File: config.mk
export PLATFORM = sky130hd
export DESIGN_NAME = ecdf_csr
export DESIGN_NICKNAME = d
export VERILOG_FILES = /design/src/rtl/ecdf_pkg.sv /design/src/rtl/ecdf_csr.sv
export SDC_FILE = /design/constraint.sdc
export NUM_CORES = 1
export LEC_CHECK = 0
export BUFFER_PORTS_ARGS = -buffer_cell sky130_fd_sc_hd__buf_2
export CAP_MARGIN = 20
export CELL_PAD_IN_SITES_DETAIL_PLACEMENT = 1
export CELL_PAD_IN_SITES_GLOBAL_PLACEMENT = 1
export CORE_MARGIN = 2
export CORE_UTILIZATION = 24
export CTS_CLUSTER_SIZE = 24
export DETAILED_ROUTE_END_ITERATION = 8
export PLACE_DENSITY = 0.88
export SYNTH_ARGS = -nofsm -noshare
export SYNTH_HDL_FRONTEND = slang
export SYNTH_SLANG_ARGS = --single-unit
File: constraint.sdc
create_clock -name clock -period 2 [get_ports clock]
set_input_delay 0.1 -clock clock [delete_from_list [all_inputs] [get_ports clock]]
set_output_delay 0.1 -clock clock [all_outputs]
set_load 0.02 [all_outputs]
File: src/rtl/ecdf_pkg.sv
package ecdf_pkg;

   // Fixed field widths
   localparam int CDF_FRAC_BITS = 16;
   localparam int DRAW_W        = CDF_FRAC_BITS;
   localparam int CDF_W         = CDF_FRAC_BITS + 1;
   localparam int VAL_W         = 32;
   localparam int ENTRY_W       = CDF_W + VAL_W;
   localparam int PROD_W        = CDF_W + VAL_W;
   localparam int INDEX_W       = 10;
   localparam int COUNT_W       = 11;
   localparam int MODE_W        = 2;

   localparam int DEFAULT_TABLE_DEPTH = 1024;

   // Register file port
   localparam int APB_DATA_W = 32;
   localparam int APB_ADDR_W = 3;

   // Register indexes, taken from paddr[2]
   localparam logic REG_INTERP_MODE = 1'b0;
   localparam logic REG_ENTRY_COUNT = 1'b1;

   // Interpolation modes
   localparam logic [MODE_W-1:0] MODE_DISCRETE = 2'd0;
   localparam logic [MODE_W-1:0] MODE_CEIL     = 2'd2;

   // Transaction kinds
   localparam logic KIND_WRITE  = 1'b0;
   localparam logic KIND_SAMPLE = 1'b1;

   typedef struct packed {
      logic [MODE_W-1:0]  mode;
      logic [COUNT_W-1:0] count;
   } cfg_type;

   typedef struct packed {
      logic              start;
      logic [PROD_W-1:0] num;
      logic [CDF_W-1:0]  den;
   } div_req_type;

   typedef struct packed {
      logic              done;
      logic [PROD_W-1:0] quot;
      logic              rem_nz;
   } div_rsp_type;

endpackage

File: src/rtl/ecdf_csr.sv
module ecdf_csr
   import ecdf_pkg::*;
(
   input  logic                  clock,
   input  logic                  reset,
   input  logic                  psel,
   input  logic                  penable,
   input  logic                  pwrite,
   input  logic [APB_ADDR_W-1:0] paddr,
   input  logic [APB_DATA_W-1:0] pwdata,
   output logic [APB_DATA_W-1:0] prdata,
   output logic                  pready,
   output cfg_type               cfg
);

   logic [MODE_W-1:0]  mode_ff,  mode_in;
   logic [COUNT_W-1:0] count_ff, count_in;
   logic               wr_hit;

   assign pready = 1'b1;
   assign wr_hit = psel & penable & pwrite;

   // Decode the write transaction
   always_comb begin
      mode_in  = mode_ff;
      count_in = count_ff;
      if (wr_hit) begin
         if (paddr[2] == REG_INTERP_MODE) begin
            mode_in = pwdata[MODE_W-1:0];
         end else begin
            count_in = pwdata[COUNT_W-1:0];
         end
      end
   end

   always_ff @(posedge clock) begin
      if (reset) begin
         mode_ff  <= '0;
         count_ff <= '0;
      end else begin
         mode_ff  <= mode_in;
         count_ff <= count_in;
      end
   end

   // Read back
   assign prdata = (paddr[2] == REG_ENTRY_COUNT) ? APB_DATA_W'(count_ff)
                                                 : APB_DATA_W'(mode_ff);

   assign cfg.mode  = mode_ff;
   assign cfg.count = count_ff;

endmodule

After elaboration in Yosys (flattened, before gate mapping)
Cells that the tools add are included.

Logic and storage cells: 8. Register bits after elaboration: 13. Bits of input ports: 40.

Bitwise logic cells: 3. Reductions and logical operators: 2. Muxes and demuxes: 1.

Operators by type and width (count): 11-bit 2-to-1 mux (1); 2-bit AND reduction (2); 1-bit AND (2); 1-bit NOT (1).

Logic depth before layout (Yosys ltp)
Depth in word-level cells: 3. Mapped depth: 3. Mapped depth without buffers: 2.

Worst setup path after synthesis
OpenSTA, ideal clock, no wires.

Kind: reg-to-output. Start point: register count_ff[0]. End point: output prdata[0]. Arrival: 0.699 ns. Data required time: 1.900 ns. Path slack: 1.201 ns. Cell stages (with the launch flop): 2. Cell sequence: dfxtp_1 > mux2_2.

Word-level cells in the longest chain between the ends: 1.

Ends and longest elaborated chain: start: declaration (line ecdf_csr.sv:17) `logic [COUNT_W-1:0] count_ff, count_in;`; start signal: assignment (line ecdf_csr.sv:42) `count_ff <= count_in;`; 11-bit 2-to-1 mux (line ecdf_csr.sv:47) `assign prdata = (paddr[2] == REG_ENTRY_COUNT) ? APB_DATA_W'(count_ff)`; end: declaration (line ecdf_csr.sv:11) `output logic [APB_DATA_W-1:0] prdata,`.

Every way passes these cells.

Worst setup path in the final report
Same ends and word-level chain as after synthesis.

==> metrics.txt <==
core footprint 3360 µm²; max capacitance violation total 0; endpoint type of the worst setup path primary output; average cell area after synthesis 9.28 µm²; total congestion overflow after global routing 0; cell count after synthesis 91; delay of the slowest cell on the worst path 330 ps; DRT antenna net count 0; average wire per cell in the routed design 10.2 µm; total standard cell area after synthesis 845 µm²; weighted congestion at the end of routability-driven global placement 0.672; worst hold path depth 3; TritonCTS clock tree built; largest fanout of any net on the critical path 3; worst path required time 1900 ps; nature of the critical path startpoint register; IO buf count 40; classification of the worst setup path reg -> out; post-synthesis to final-layout area growth 19.1%; Die W 63.3 µm; total placed instance area 980 µm²; Arr. time, crit path 1030 ps; number of primary I/O pins 86; TritonCTS buffer count 3; HPWL after detailed placement 1390 µm; synth warn 0; Post-CTS Hold Fix Bufs 0; maximum number of pins on one net before global-route repair 25; status finished, final reports clean; setup repair after global routing missed its margin no; vias in the first global route 623; number of setup violations in the final report 0; cell at the root of the clock tree sky130_fd_sc_hd__clkbuf_4; wire length after detailed routing 1790 µm; Antenna Diode Count 0; sequential element share of the synthesized area 30.8%; post-DR vias/cell 3.67; crit path time final 1130 ps; Clock Skews 0 ps; kind of path behind the tightest hold check in -> reg; Max Transition Viols Final 0; Initial Utilization 25.1%; sequence of cells on the critical path mux2_2 -> buf_2; first-pass detailed-route iteration total 3; Final Cell Area 1010 µm²; deepest clock path buffer count 2; number of sinks on the clock net 13; total number of nets in the final design 170; number of library cell types mapped by synthesis 12; share of cells above drive strength 1 35.7%; quantity of gates resized following cts 0; DRC violation total after the first TritonRoute iteration 9; fraction of the core area covered by cells at the end of the flow 29.9%; initial antenna violation count 0; Worst VDD drop 0.000309 V; maximum level of the CTS H-tree 1; Synth area leader sky130_fd_sc_hd__dfxtp_1; total of flip-flops plus latches after synthesis 13; Post CTS Setup Buffer Count 0; number of standard-cell rows in the floorplan 21; fraction of post-synthesis cell area in the top cell type by area 30.8%; area enclosed by the die boundary 4010 µm²; wire length of the first global-routing pass 2940 µm; leakage power of the design 0.519 nW; cell types with the largest area share after synthesis sky130_fd_sc_hd__dfxtp_1, sky130_fd_sc_hd__buf_4, sky130_fd_sc_hd__nand2b_1, sky130_fd_sc_hd__mux2i_1, sky130_fd_sc_hd__and2_1; Highest Clock Rate 886 MHz; Crit-path slowest cell sky130_fd_sc_hd__dfxtp_1; CTS clock-pin slew for the worst setup and hold paths 80 ps; power density relative to cell area 537 nW/µm²; final hold violation count 0; Clk Latency, worst-skew pair 270 ps; final total negative setup slack 0 ps; height of the die 63.3 µm; r2r worst-path depth 2; final cycle utilization of the critical path 56.4%; DRC viols 0; total global routing track utilization 9.43%; vias 643
==> cell type report <==
cell class / instances / area (µm²)
tap: 46 / 57.6
timing repair buffer: 40 / 200
clock buffer: 4 / 26.3
sequential: 13 / 260
fill: 439 / 2360
multi-input combinational: 72 / 462
==> sequential cells by signal, indices dropped and copies added, names as in the netlist <==
signal / flops
count_ff: 11
mode_ff: 2
==> synthesized netlist by cell type <==
cell type                   n
sky130_fd_sc_hd__mux2_2     2
sky130_fd_sc_hd__nand2b_1  24
sky130_fd_sc_hd__buf_12     1
sky130_fd_sc_hd__buf_4     22
sky130_fd_sc_hd__clkbuf_1   2
sky130_fd_sc_hd__and2_1     9
sky130_fd_sc_hd__buf_2      1
sky130_fd_sc_hd__conb_1     2
sky130_fd_sc_hd__nand4b_1   1
sky130_fd_sc_hd__dfxtp_1   13
sky130_fd_sc_hd__and4_4     1
sky130_fd_sc_hd__mux2i_1   13
==> where the power goes <==
group,switching [mW],total [mW],internal [mW]
Clock,0.0866,0.164,0.0773
Sequential,0.00376,0.268,0.264
Combinational,0.0735,0.108,0.0347
==> per-layer routing <==
layer  vias to the layer above  share of wire [%]  global-route usage (%)
li1                        319                  -                       -
met1                       284                 43                    11.5
met2                        40                 46                    15.5
met3                         0                 11                    5.18
met4                         0                  0                       0
met5                         -                  0                       0
==> path summary, 6_finish.rpt <==
| path | slack (ps) | startpoint | end |
|---|---|---|---|
| max reg2reg | 1350 | count_ff[0] | count_ff[0] |
| max | 870 | count_ff[0] | prdata[0] |
| min | 70 | pwdata[5] | count_ff[5] |
| min reg2reg | 490 | count_ff[2] | count_ff[2] |
==> cell usage in the layout (no fill, tap or decap) <==
master	netlist	layout
sky130_fd_sc_hd__and2_1	9	9
sky130_fd_sc_hd__and4_4	1	1
sky130_fd_sc_hd__buf_2	1	40
sky130_fd_sc_hd__clkbuf_1	2	1
sky130_fd_sc_hd__clkbuf_4	0	3
sky130_fd_sc_hd__conb_1	2	22
sky130_fd_sc_hd__dfxtp_1	13	13
sky130_fd_sc_hd__mux2_2	2	2
sky130_fd_sc_hd__mux2i_1	13	13
sky130_fd_sc_hd__nand2b_1	24	24
sky130_fd_sc_hd__nand4b_1	1	1
==> cells by family (layout without fill, tap and decap cells) <==
logic type	Yosys count	in the layout	share of synthesized area, %
buf+inv	26	44	23.4
mux	15	15	18.1
other cells	2	22	0.889
flops	13	13	30.8
simple gates	35	35	26.8
==> critical path, delay by kind of cell (launching register included) <==
| kind | cells | cell delay, ps |
|---|---|---|
| mux | 1 | 260 |
| flops | 1 | 330 |
| buf+inv | 1 | 160 |
==> per-stage QoR <==
stage	instances	power, mW	worst slack, ps	hold slack, ps
after CTS	175	0.557	847	64.0
final	175	0.540	872	72.6
after floorplan	111	0.387	1200	255
after global routing	175	0.577	810	75.0
after detailed placement	171	0.384	897	373
after global placement	171	0.381	944	366
No activity file was read; power rests on OpenSTA's default activity.
