===== src/rtl/ecdf_pkg.sv =====
package ecdf_pkg;

   // Fixed field widths
   localparam int CDF_FRAC_BITS = 16;
   localparam int DRAW_W        = CDF_FRAC_BITS;
   localparam int CDF_W         = CDF_FRAC_BITS + 1;
   localparam int VAL_W         = 32;
   localparam int ENTRY_W       = CDF_W + VAL_W;
   localparam int PROD_W        = CDF_W + VAL_W;
   localparam int INDEX_W       = 10;
   localparam int COUNT_W       = 11;
   localparam int MODE_W        = 2;

   localparam int DEFAULT_TABLE_DEPTH = 1024;

   // Register file port
   localparam int APB_DATA_W = 32;
   localparam int APB_ADDR_W = 3;

   // Register indexes, taken from paddr[2]
   localparam logic REG_INTERP_MODE = 1'b0;
   localparam logic REG_ENTRY_COUNT = 1'b1;

   // Interpolation modes
   localparam logic [MODE_W-1:0] MODE_DISCRETE = 2'd0;
   localparam logic [MODE_W-1:0] MODE_CEIL     = 2'd2;

   // Transaction kinds
   localparam logic KIND_WRITE  = 1'b0;
   localparam logic KIND_SAMPLE = 1'b1;

   typedef struct packed {
      logic [MODE_W-1:0]  mode;
      logic [COUNT_W-1:0] count;
   } cfg_type;

   typedef struct packed {
      logic              start;
      logic [PROD_W-1:0] num;
      logic [CDF_W-1:0]  den;
   } div_req_type;

   typedef struct packed {
      logic              done;
      logic [PROD_W-1:0] quot;
      logic              rem_nz;
   } div_rsp_type;

endpackage


===== src/rtl/ecdf_div.sv =====
module ecdf_div
   import ecdf_pkg::*;
(
   input  logic        clock,
   input  logic        reset,
   input  div_req_type req,
   output div_rsp_type rsp
);

   localparam int CNT_W = $clog2(PROD_W + 1);

   logic [CDF_W-1:0]  rem_ff,  rem_in;
   logic [PROD_W-1:0] quo_ff,  quo_in;
   logic [CDF_W-1:0]  den_ff,  den_in;
   logic [CNT_W-1:0]  cnt_ff,  cnt_in;
   logic              run_ff,  run_in;
   logic              done_ff, done_in;

   logic [CDF_W:0] trial;
   logic [CDF_W:0] diff;

   // One restoring step: shift in the next dividend bit, try to subtract
   assign trial = {rem_ff, quo_ff[PROD_W-1]};
   assign diff  = trial - {1'b0, den_ff};

   always_comb begin
      rem_in  = rem_ff;
      quo_in  = quo_ff;
      den_in  = den_ff;
      cnt_in  = cnt_ff;
      run_in  = run_ff;
      done_in = 1'b0;
      if (req.start) begin
         rem_in = '0;
         quo_in = req.num;
         den_in = req.den;
         cnt_in = CNT_W'(PROD_W);
         run_in = 1'b1;
      end else if (run_ff) begin
         if (!diff[CDF_W]) begin
            rem_in = diff[CDF_W-1:0];
            quo_in = {quo_ff[PROD_W-2:0], 1'b1};
         end else begin
            rem_in = trial[CDF_W-1:0];
            quo_in = {quo_ff[PROD_W-2:0], 1'b0};
         end
         cnt_in = cnt_ff - 1'b1;
         if (cnt_ff == CNT_W'(1)) begin
            run_in  = 1'b0;
            done_in = 1'b1;
         end
      end
   end

   always_ff @(posedge clock) begin
      if (reset) begin
         run_ff  <= 1'b0;
         done_ff <= 1'b0;
      end else begin
         run_ff  <= run_in;
         done_ff <= done_in;
      end
      rem_ff <= rem_in;
      quo_ff <= quo_in;
      den_ff <= den_in;
      cnt_ff <= cnt_in;
   end

   assign rsp.done   = done_ff;
   assign rsp.quot   = quo_ff;
   assign rsp.rem_nz = |rem_ff;

endmodule


===== config.mk =====
export PLATFORM = sky130hd
export DESIGN_NAME = ecdf_div
export DESIGN_NICKNAME = d
export VERILOG_FILES = /design/src/rtl/ecdf_pkg.sv /design/src/rtl/ecdf_div.sv
export SDC_FILE = /design/constraint.sdc
export NUM_CORES = 1
export LEC_CHECK = 0
export BUFFER_PORTS_ARGS = -buffer_cell sky130_fd_sc_hd__clkbuf_2
export CAP_MARGIN = 10
export CORE_ASPECT_RATIO = 0.6
export CORE_MARGIN = 2
export CORE_UTILIZATION = 35
export CTS_BUF_LIST = sky130_fd_sc_hd__clkbuf_4 sky130_fd_sc_hd__clkbuf_8
export DETAILED_ROUTE_END_ITERATION = 7
export PLACE_DENSITY_LB_ADDON = 0.3
export SLEW_MARGIN = 40
export SYNTH_ARGS = -nofsm -noshare
export SYNTH_HDL_FRONTEND = slang
export SYNTH_SLANG_ARGS = --single-unit

===== constraint.sdc =====
create_clock -name clock -period 6.9 [get_ports clock]
set_clock_uncertainty 0.15 [all_clocks]
set_input_delay 0.345 -clock clock [delete_from_list [all_inputs] [get_ports clock]]
set_output_delay 0.345 -clock clock [all_outputs]
set_load 0.05 [all_outputs]

---- After elaboration in Yosys (flattened, before gate mapping) ----
Index checks and enable logic that the tools add are counted.
storage, ports and cells
  register bits after elaboration ......... 91
  input port bits ......................... 69
  output and inout bits ................... 51
  word-level logic and storage cells ...... 21
operators by class
  add/sub/neg operators ................... 2
  equal/unequal tests ..................... 1
  mux-type cells .......................... 8
  bitwise gates (word level) .............. 1
  reductions and logical operators ........ 3
operators with widths
  operator                                                                number
  49-bit two-way mux                                                      2
  18-bit by 17-bit subtractor with 18-bit output                          1
  17-bit two-way mux                                                      1
  17-bit OR reduction                                                     1
  6-bit by 1-bit equality test with 1-bit output (second input constant)  1
  6-bit by 1-bit subtractor with 6-bit output (second input constant)     1
  1-bit two-way mux                                                       5
  3-bit OR reduction                                                      1
  2-bit nonzero test                                                      1
  1-bit inverter                                                          1

---- Depth between registers and ports, before layout ----
  depth in word-level cells ............... 4
  depth in mapped cells ................... 11
  mapped depth without buffers ............ 10

---- Least setup slack after synthesis ----
Ideal clock, no wire load.
  kind .................................... register to register
  start ................................... register quo_ff[48]
  end ..................................... register quo_ff[0], data pin
  arrival time ............................ 2.296 ns
  data required time ...................... 6.490 ns
  setup slack ............................. 4.194 ns
  cell stages (with the launch flop) ...... 10
  period minus slack after synthesis ...... 2.706 ns
  cell sequence ........................... edfxtp_1 > inv_1 > ha_1 > nor2b_1 > o2111ai_1 > a21oi_2 > a211oi_4 > xnor2_4 > buf_6 > mux2_2
on the way
  word-level cells in the longest chain between the ends .. 4
RTL lines
  what                                            RTL line        text
  start, declared                                 ecdf_div.sv:13  logic [PROD_W-1:0] quo_ff, quo_in;
  start signal, assigned                          ecdf_div.sv:64  quo_ff <= quo_in;
  18-bit by 17-bit subtractor with 18-bit output  ecdf_div.sv:24  assign diff = trial - {1'b0, den_ff};
  1-bit two-way mux                               ecdf_div.sv:40  if (!diff[CDF_W]) begin
  49-bit two-way mux                              ecdf_div.sv:39  end else if (run_ff) begin
  49-bit two-way mux                              ecdf_div.sv:33  if (req.start) begin
  named net quo_in[0]                             ecdf_div.sv:13
The timed path passes the listed nets, and every way through them passes these cells. The select of a mux whose other input is x is not followed.
A chain may end at the register's enable or synchronous reset.

---- Worst setup path in the final report ----
  start ................................... register rem_ff[13]
  end ..................................... register quo_ff[0], data pin
on the way
  word-level cells in the longest chain between the ends .. 4
RTL lines
  what                                            RTL line        text
  start, declared                                 ecdf_div.sv:12  logic [CDF_W-1:0] rem_ff, rem_in;
  start signal, assigned                          ecdf_div.sv:63  rem_ff <= rem_in;
  18-bit by 17-bit subtractor with 18-bit output  ecdf_div.sv:24
  1-bit two-way mux                               ecdf_div.sv:40
  49-bit two-way mux                              ecdf_div.sv:39
  49-bit two-way mux                              ecdf_div.sv:33
  named net quo_in[0]                             ecdf_div.sv:13
The timed path passes the listed nets, and every way through them passes these cells. The select of a mux whose other input is x is not followed.

==> summary.txt <==
Power
  • Maximum VDD drop: 0.09868 mV
  • P_leak: 2.366 nW
  • PwrDens: 235.7 nW/µm²
  • Tot Pwr: 1.364 mW

Critical path
  • RR Startpoint: rem_ff[13]$_SDFFE_PP0P_
  • Critical path launch point type: flip-flop
  • CP cell instances: ha_1 -> a21oi_1 -> o21bai_1 -> o2bb2ai_1 -> a211oi_4 -> xnor2_4 -> mux2_2
  • Crit Reg-Reg Endpoint: quo_ff[0]$_DFFE_PP_
  • Worst setup EP type: flip-flop
  • Reg2Reg Depth: 7
  • Crit Path Max Fanout: 15
  • Largest stage delay on the critical path: 0.58 ns
  • CP Class: flip-flop to flip-flop
  • Worst path required time: 6.86 ns
  • R2r setup slk: 3.88 ns
  • CP Data Arrival Time: 2.98 ns
  • CP max-delay cell: a211oi_4

Worst hold path
  • Hold EP: quo_ff[29]$_DFFE_PP_
  • Hold Crit Class: input pin to flip-flop
  • Hold Startpoint: req[46]
  • Hold Path Depth: 2

Timing
  • Slew @ Worst Pin: 0.8136 ns
  • RSZ-0062 raised after global routing: no
  • Setup_tns: 0 ns
  • Max Transition Viols Final: 0
  • Final setup margin: 3.880 ns
  • Hold Violations, Final: 0
  • Period Utilization, post-route: 0.4376
  • Slew Limit Headroom: 0.4576
  • F_max: 0.3312 GHz
  • Final setup vio count: 0
  • Hold WS: 0.1247 ns
  • Minimum clock period after layout: 3.020 ns

Job
  • Max-cap viol count: 0

Die
  • IO Count: 120
  • Initial core utilization: 0.3616
  • Row cnt: 32
  • Die Area: 14330 µm²
  • Die Wd: 153.2 µm
  • Core area: 12930 µm²
  • Die Ht: 93.54 µm

Routing
  • WL met3: 781 µm
  • Vias per cell: 4.950
  • Drt drc: 0
  • Antenna viol nets, final: 0
  • Wire per inst: 15.66 µm
  • DR iter-0 viols: 232
  • DR pass1 iterations: 5
  • Wirelength, routed: 10940 µm
  • DR top layer: met4
  • Wl on met1: 5349 µm
  • Via count: 3460
  • Wire length on met2: 4727 µm

GRT
  • Pin count of the biggest net entering global routing: 67
  • Vias in the first global route: 3436
  • Initial antenna violation count: 0
  • Global-route wire length before repair: 17520 µm
  • Total gr overflow: 0
  • Tot GR Track Use: 0.1546

Placement
  • Placed Instance Area: 5424 µm²
  • Setup WS pre-CTS: 3.911 ns
  • Post-DP HPWL: 8072 µm
  • Buffers on Ports: 119
  • Routability cong.: 0.9125
  • Post-Place Cells: 665

Synthesis
  • Syn Area/Cell: 11.96 µm²
  • Post-synthesis sequential element count: 91
  • Ys async rst share: 0
  • Post-synth net total: 480
  • Post-synth EDFFs: 66
  • Mapped Cells: 391
  • Most common flop cell mapped by yosys: edfxtp_1
  • Cell area after synthesis: 4677 µm²
  • Syn. warnings: 0
  • Synth cell types: 49
  • Sequential area share after synthesis: 0.5308

CTS
  • Post-cts resize count: 0
  • Clk_lat worst skew: 0.36 ns
  • H-Tree Depth: 3
  • Setup bufs post-CTS: 0
  • CTS sink cnt: 91
  • Root buffer cell: clkbuf_8
  • Total CTS buffers: 9
  • CTS tree: yes
  • Clock Pin Slew Worst Setup and Hold Paths: 0.10 ns
  • Clock Path Buffers: 2

Status
  • Status: finished, final reports clean

Layout
  • Share of layout cells above drive strength 1: 0.3629
  • Antenna diodes: 0
  • Fin util: 0.4475
  • Area Growth Syn to Fin: 23.73%
  • Post-Layout Inst Area: 5787 µm²
  • Nets: 613
  • Non-Filler Instances: 699
layout by cell type (no fill, tap or decap), types with 2 or more instances in the layout:
| master | count |
|---|---|
| xor2_1 | 5 |
| buf_4 | 2 |
| nor4_1 | 4 |
| nor3_1 | 7 |
| xnor2_1 | 14 |
| mux2i_1 | 14 |
| dlygate4sd3_1 | 18 |
| nand2_1 | 28 |
| nand4_1 | 4 |
| o41ai_1 | 3 |
| a21oi_1 | 15 |
| inv_6 | 2 |
| clkbuf_8 | 9 |
| dfxtp_1 | 24 |
| a211oi_1 | 8 |
| inv_1 | 25 |
| o2111ai_1 | 4 |
| a31oi_1 | 2 |
| edfxtp_1 | 66 |
| mux2_2 | 49 |
| ha_1 | 19 |
| o21ai_0 | 5 |
| a21o_1 | 2 |
| clkinvlp_4 | 2 |
| o21ai_1 | 8 |
| nor2_1 | 24 |
| clkbuf_2 | 118 |
| inv_8 | 2 |
| a21oi_2 | 2 |
| o32ai_1 | 2 |
| o31ai_1 | 2 |
| nand2b_1 | 5 |
| nor3b_1 | 2 |
| nor2b_1 | 3 |
| o21a_1 | 6 |
| nand3_1 | 6 |
worst max-delay path: cells and delay by family, from the launching register on:
family	cells	cell delay [ns]
compound gates	4	1.21
xor+xnor	1	0.33
fa+ha+maj	1	0.38
flops	1	0.35
mux	1	0.35
synthesized netlist by cell type (2+ instances only):
cell type	number	share of area
a211oi_1	8	0.013
a21o_1	2	0.0032
a21oi_1	15	0.016
a21oi_2	2	0.0037
a31oi_1	2	0.0027
buf_2	3	0.0032
clkbuf_1	10	0.0080
dfxtp_1	25	0.11
edfxtp_1	66	0.42
ha_1	19	0.051
inv_1	26	0.021
mux2_2	49	0.12
mux2i_1	14	0.030
nand2_1	28	0.022
nand2b_1	5	0.0067
nand3_1	6	0.0064
nand4_1	4	0.0053
nor2_1	24	0.019
nor2b_1	3	0.0040
nor3_1	7	0.0075
nor3b_1	2	0.0032
nor4_1	4	0.0053
o2111ai_1	4	0.0075
o21a_1	6	0.0096
o21ai_0	5	0.0053
o21ai_1	8	0.0086
o31ai_1	2	0.0032
o32ai_1	2	0.0037
o41ai_1	3	0.0056
xnor2_1	14	0.026
xor2_1	5	0.0094
kinds of logic (layout without fill, tap and decap cells):
group	count (synthesis)	after routing	synth area share
multiplexers	63	63	0.1479
flip-flops	91	91	0.5308
buffers and inverters	42	180	0.03692
XOR/XNOR	20	20	0.04147
AO/OA/AOI/OAI	69	69	0.1033
adder cells (fa/ha/maj)	20	20	0.05511
AND/OR/NAND/NOR	86	86	0.08454
per-layer routing:
layer / GRT usage / vias to the layer above
li1: - / 1707
met1: 0.2211 / 1645
met2: 0.2355 / 98
met3: 0.04124 / 10
met4: 0.03241 / 0
met5: 0 / -
worst max-delay path by stage:
stage                                  end  slack, ns  cells after the start               startpoint
CTS                    quo_ff[0]$_DFFE_PP_       3.89                      8      den_ff[1]$_DFFE_PP_
global route        rem_ff[3]$_SDFFE_PP0P_       3.66                      9      den_ff[1]$_DFFE_PP_
detailed placement     quo_ff[0]$_DFFE_PP_       3.91                      8      den_ff[1]$_DFFE_PP_
global placement       quo_ff[0]$_DFFE_PP_       3.99                      7  rem_ff[13]$_SDFFE_PP0P_
finish                 quo_ff[0]$_DFFE_PP_       3.88                      7  rem_ff[13]$_SDFFE_PP0P_
floorplan              quo_ff[0]$_DFFE_PP_       4.19                      9     quo_ff[48]$_DFFE_PP_
registers in the layout (all words and copies together), names as in the netlist:
| signal | flops |
|---|---|
| rem_ff | 17 |
| quo_ff | 49 |
| done_ff | 1 |
| cnt_ff | 6 |
| run_ff | 1 |
| den_ff | 17 |
where the power goes:
group / total [mW] / switching [mW] / internal (mW)
Combinational: 0.343 / 0.227 / 0.116
Sequential: 0.672 / 0.0299 / 0.642
Clock: 0.349 / 0.212 / 0.138
final cells by class:
cell class | instances | area [µm²]
inverters | 26 | 100.1
flip-flops and latches | 91 | 2484
fillers | 1218 | 7146
well taps | 170 | 212.7
multi-input cells | 258 | 2022
repair buffers | 138 | 785.8
clock inverters | 7 | 58.81
clock buffers | 9 | 123.9
what timing repair did:
action / CTS / global route
setup endpoints to repair: 0 / 0
hold endpoints to repair: 19 / 0
hold buffers: 18 / 0
Power figures use the tool's default switching activity.
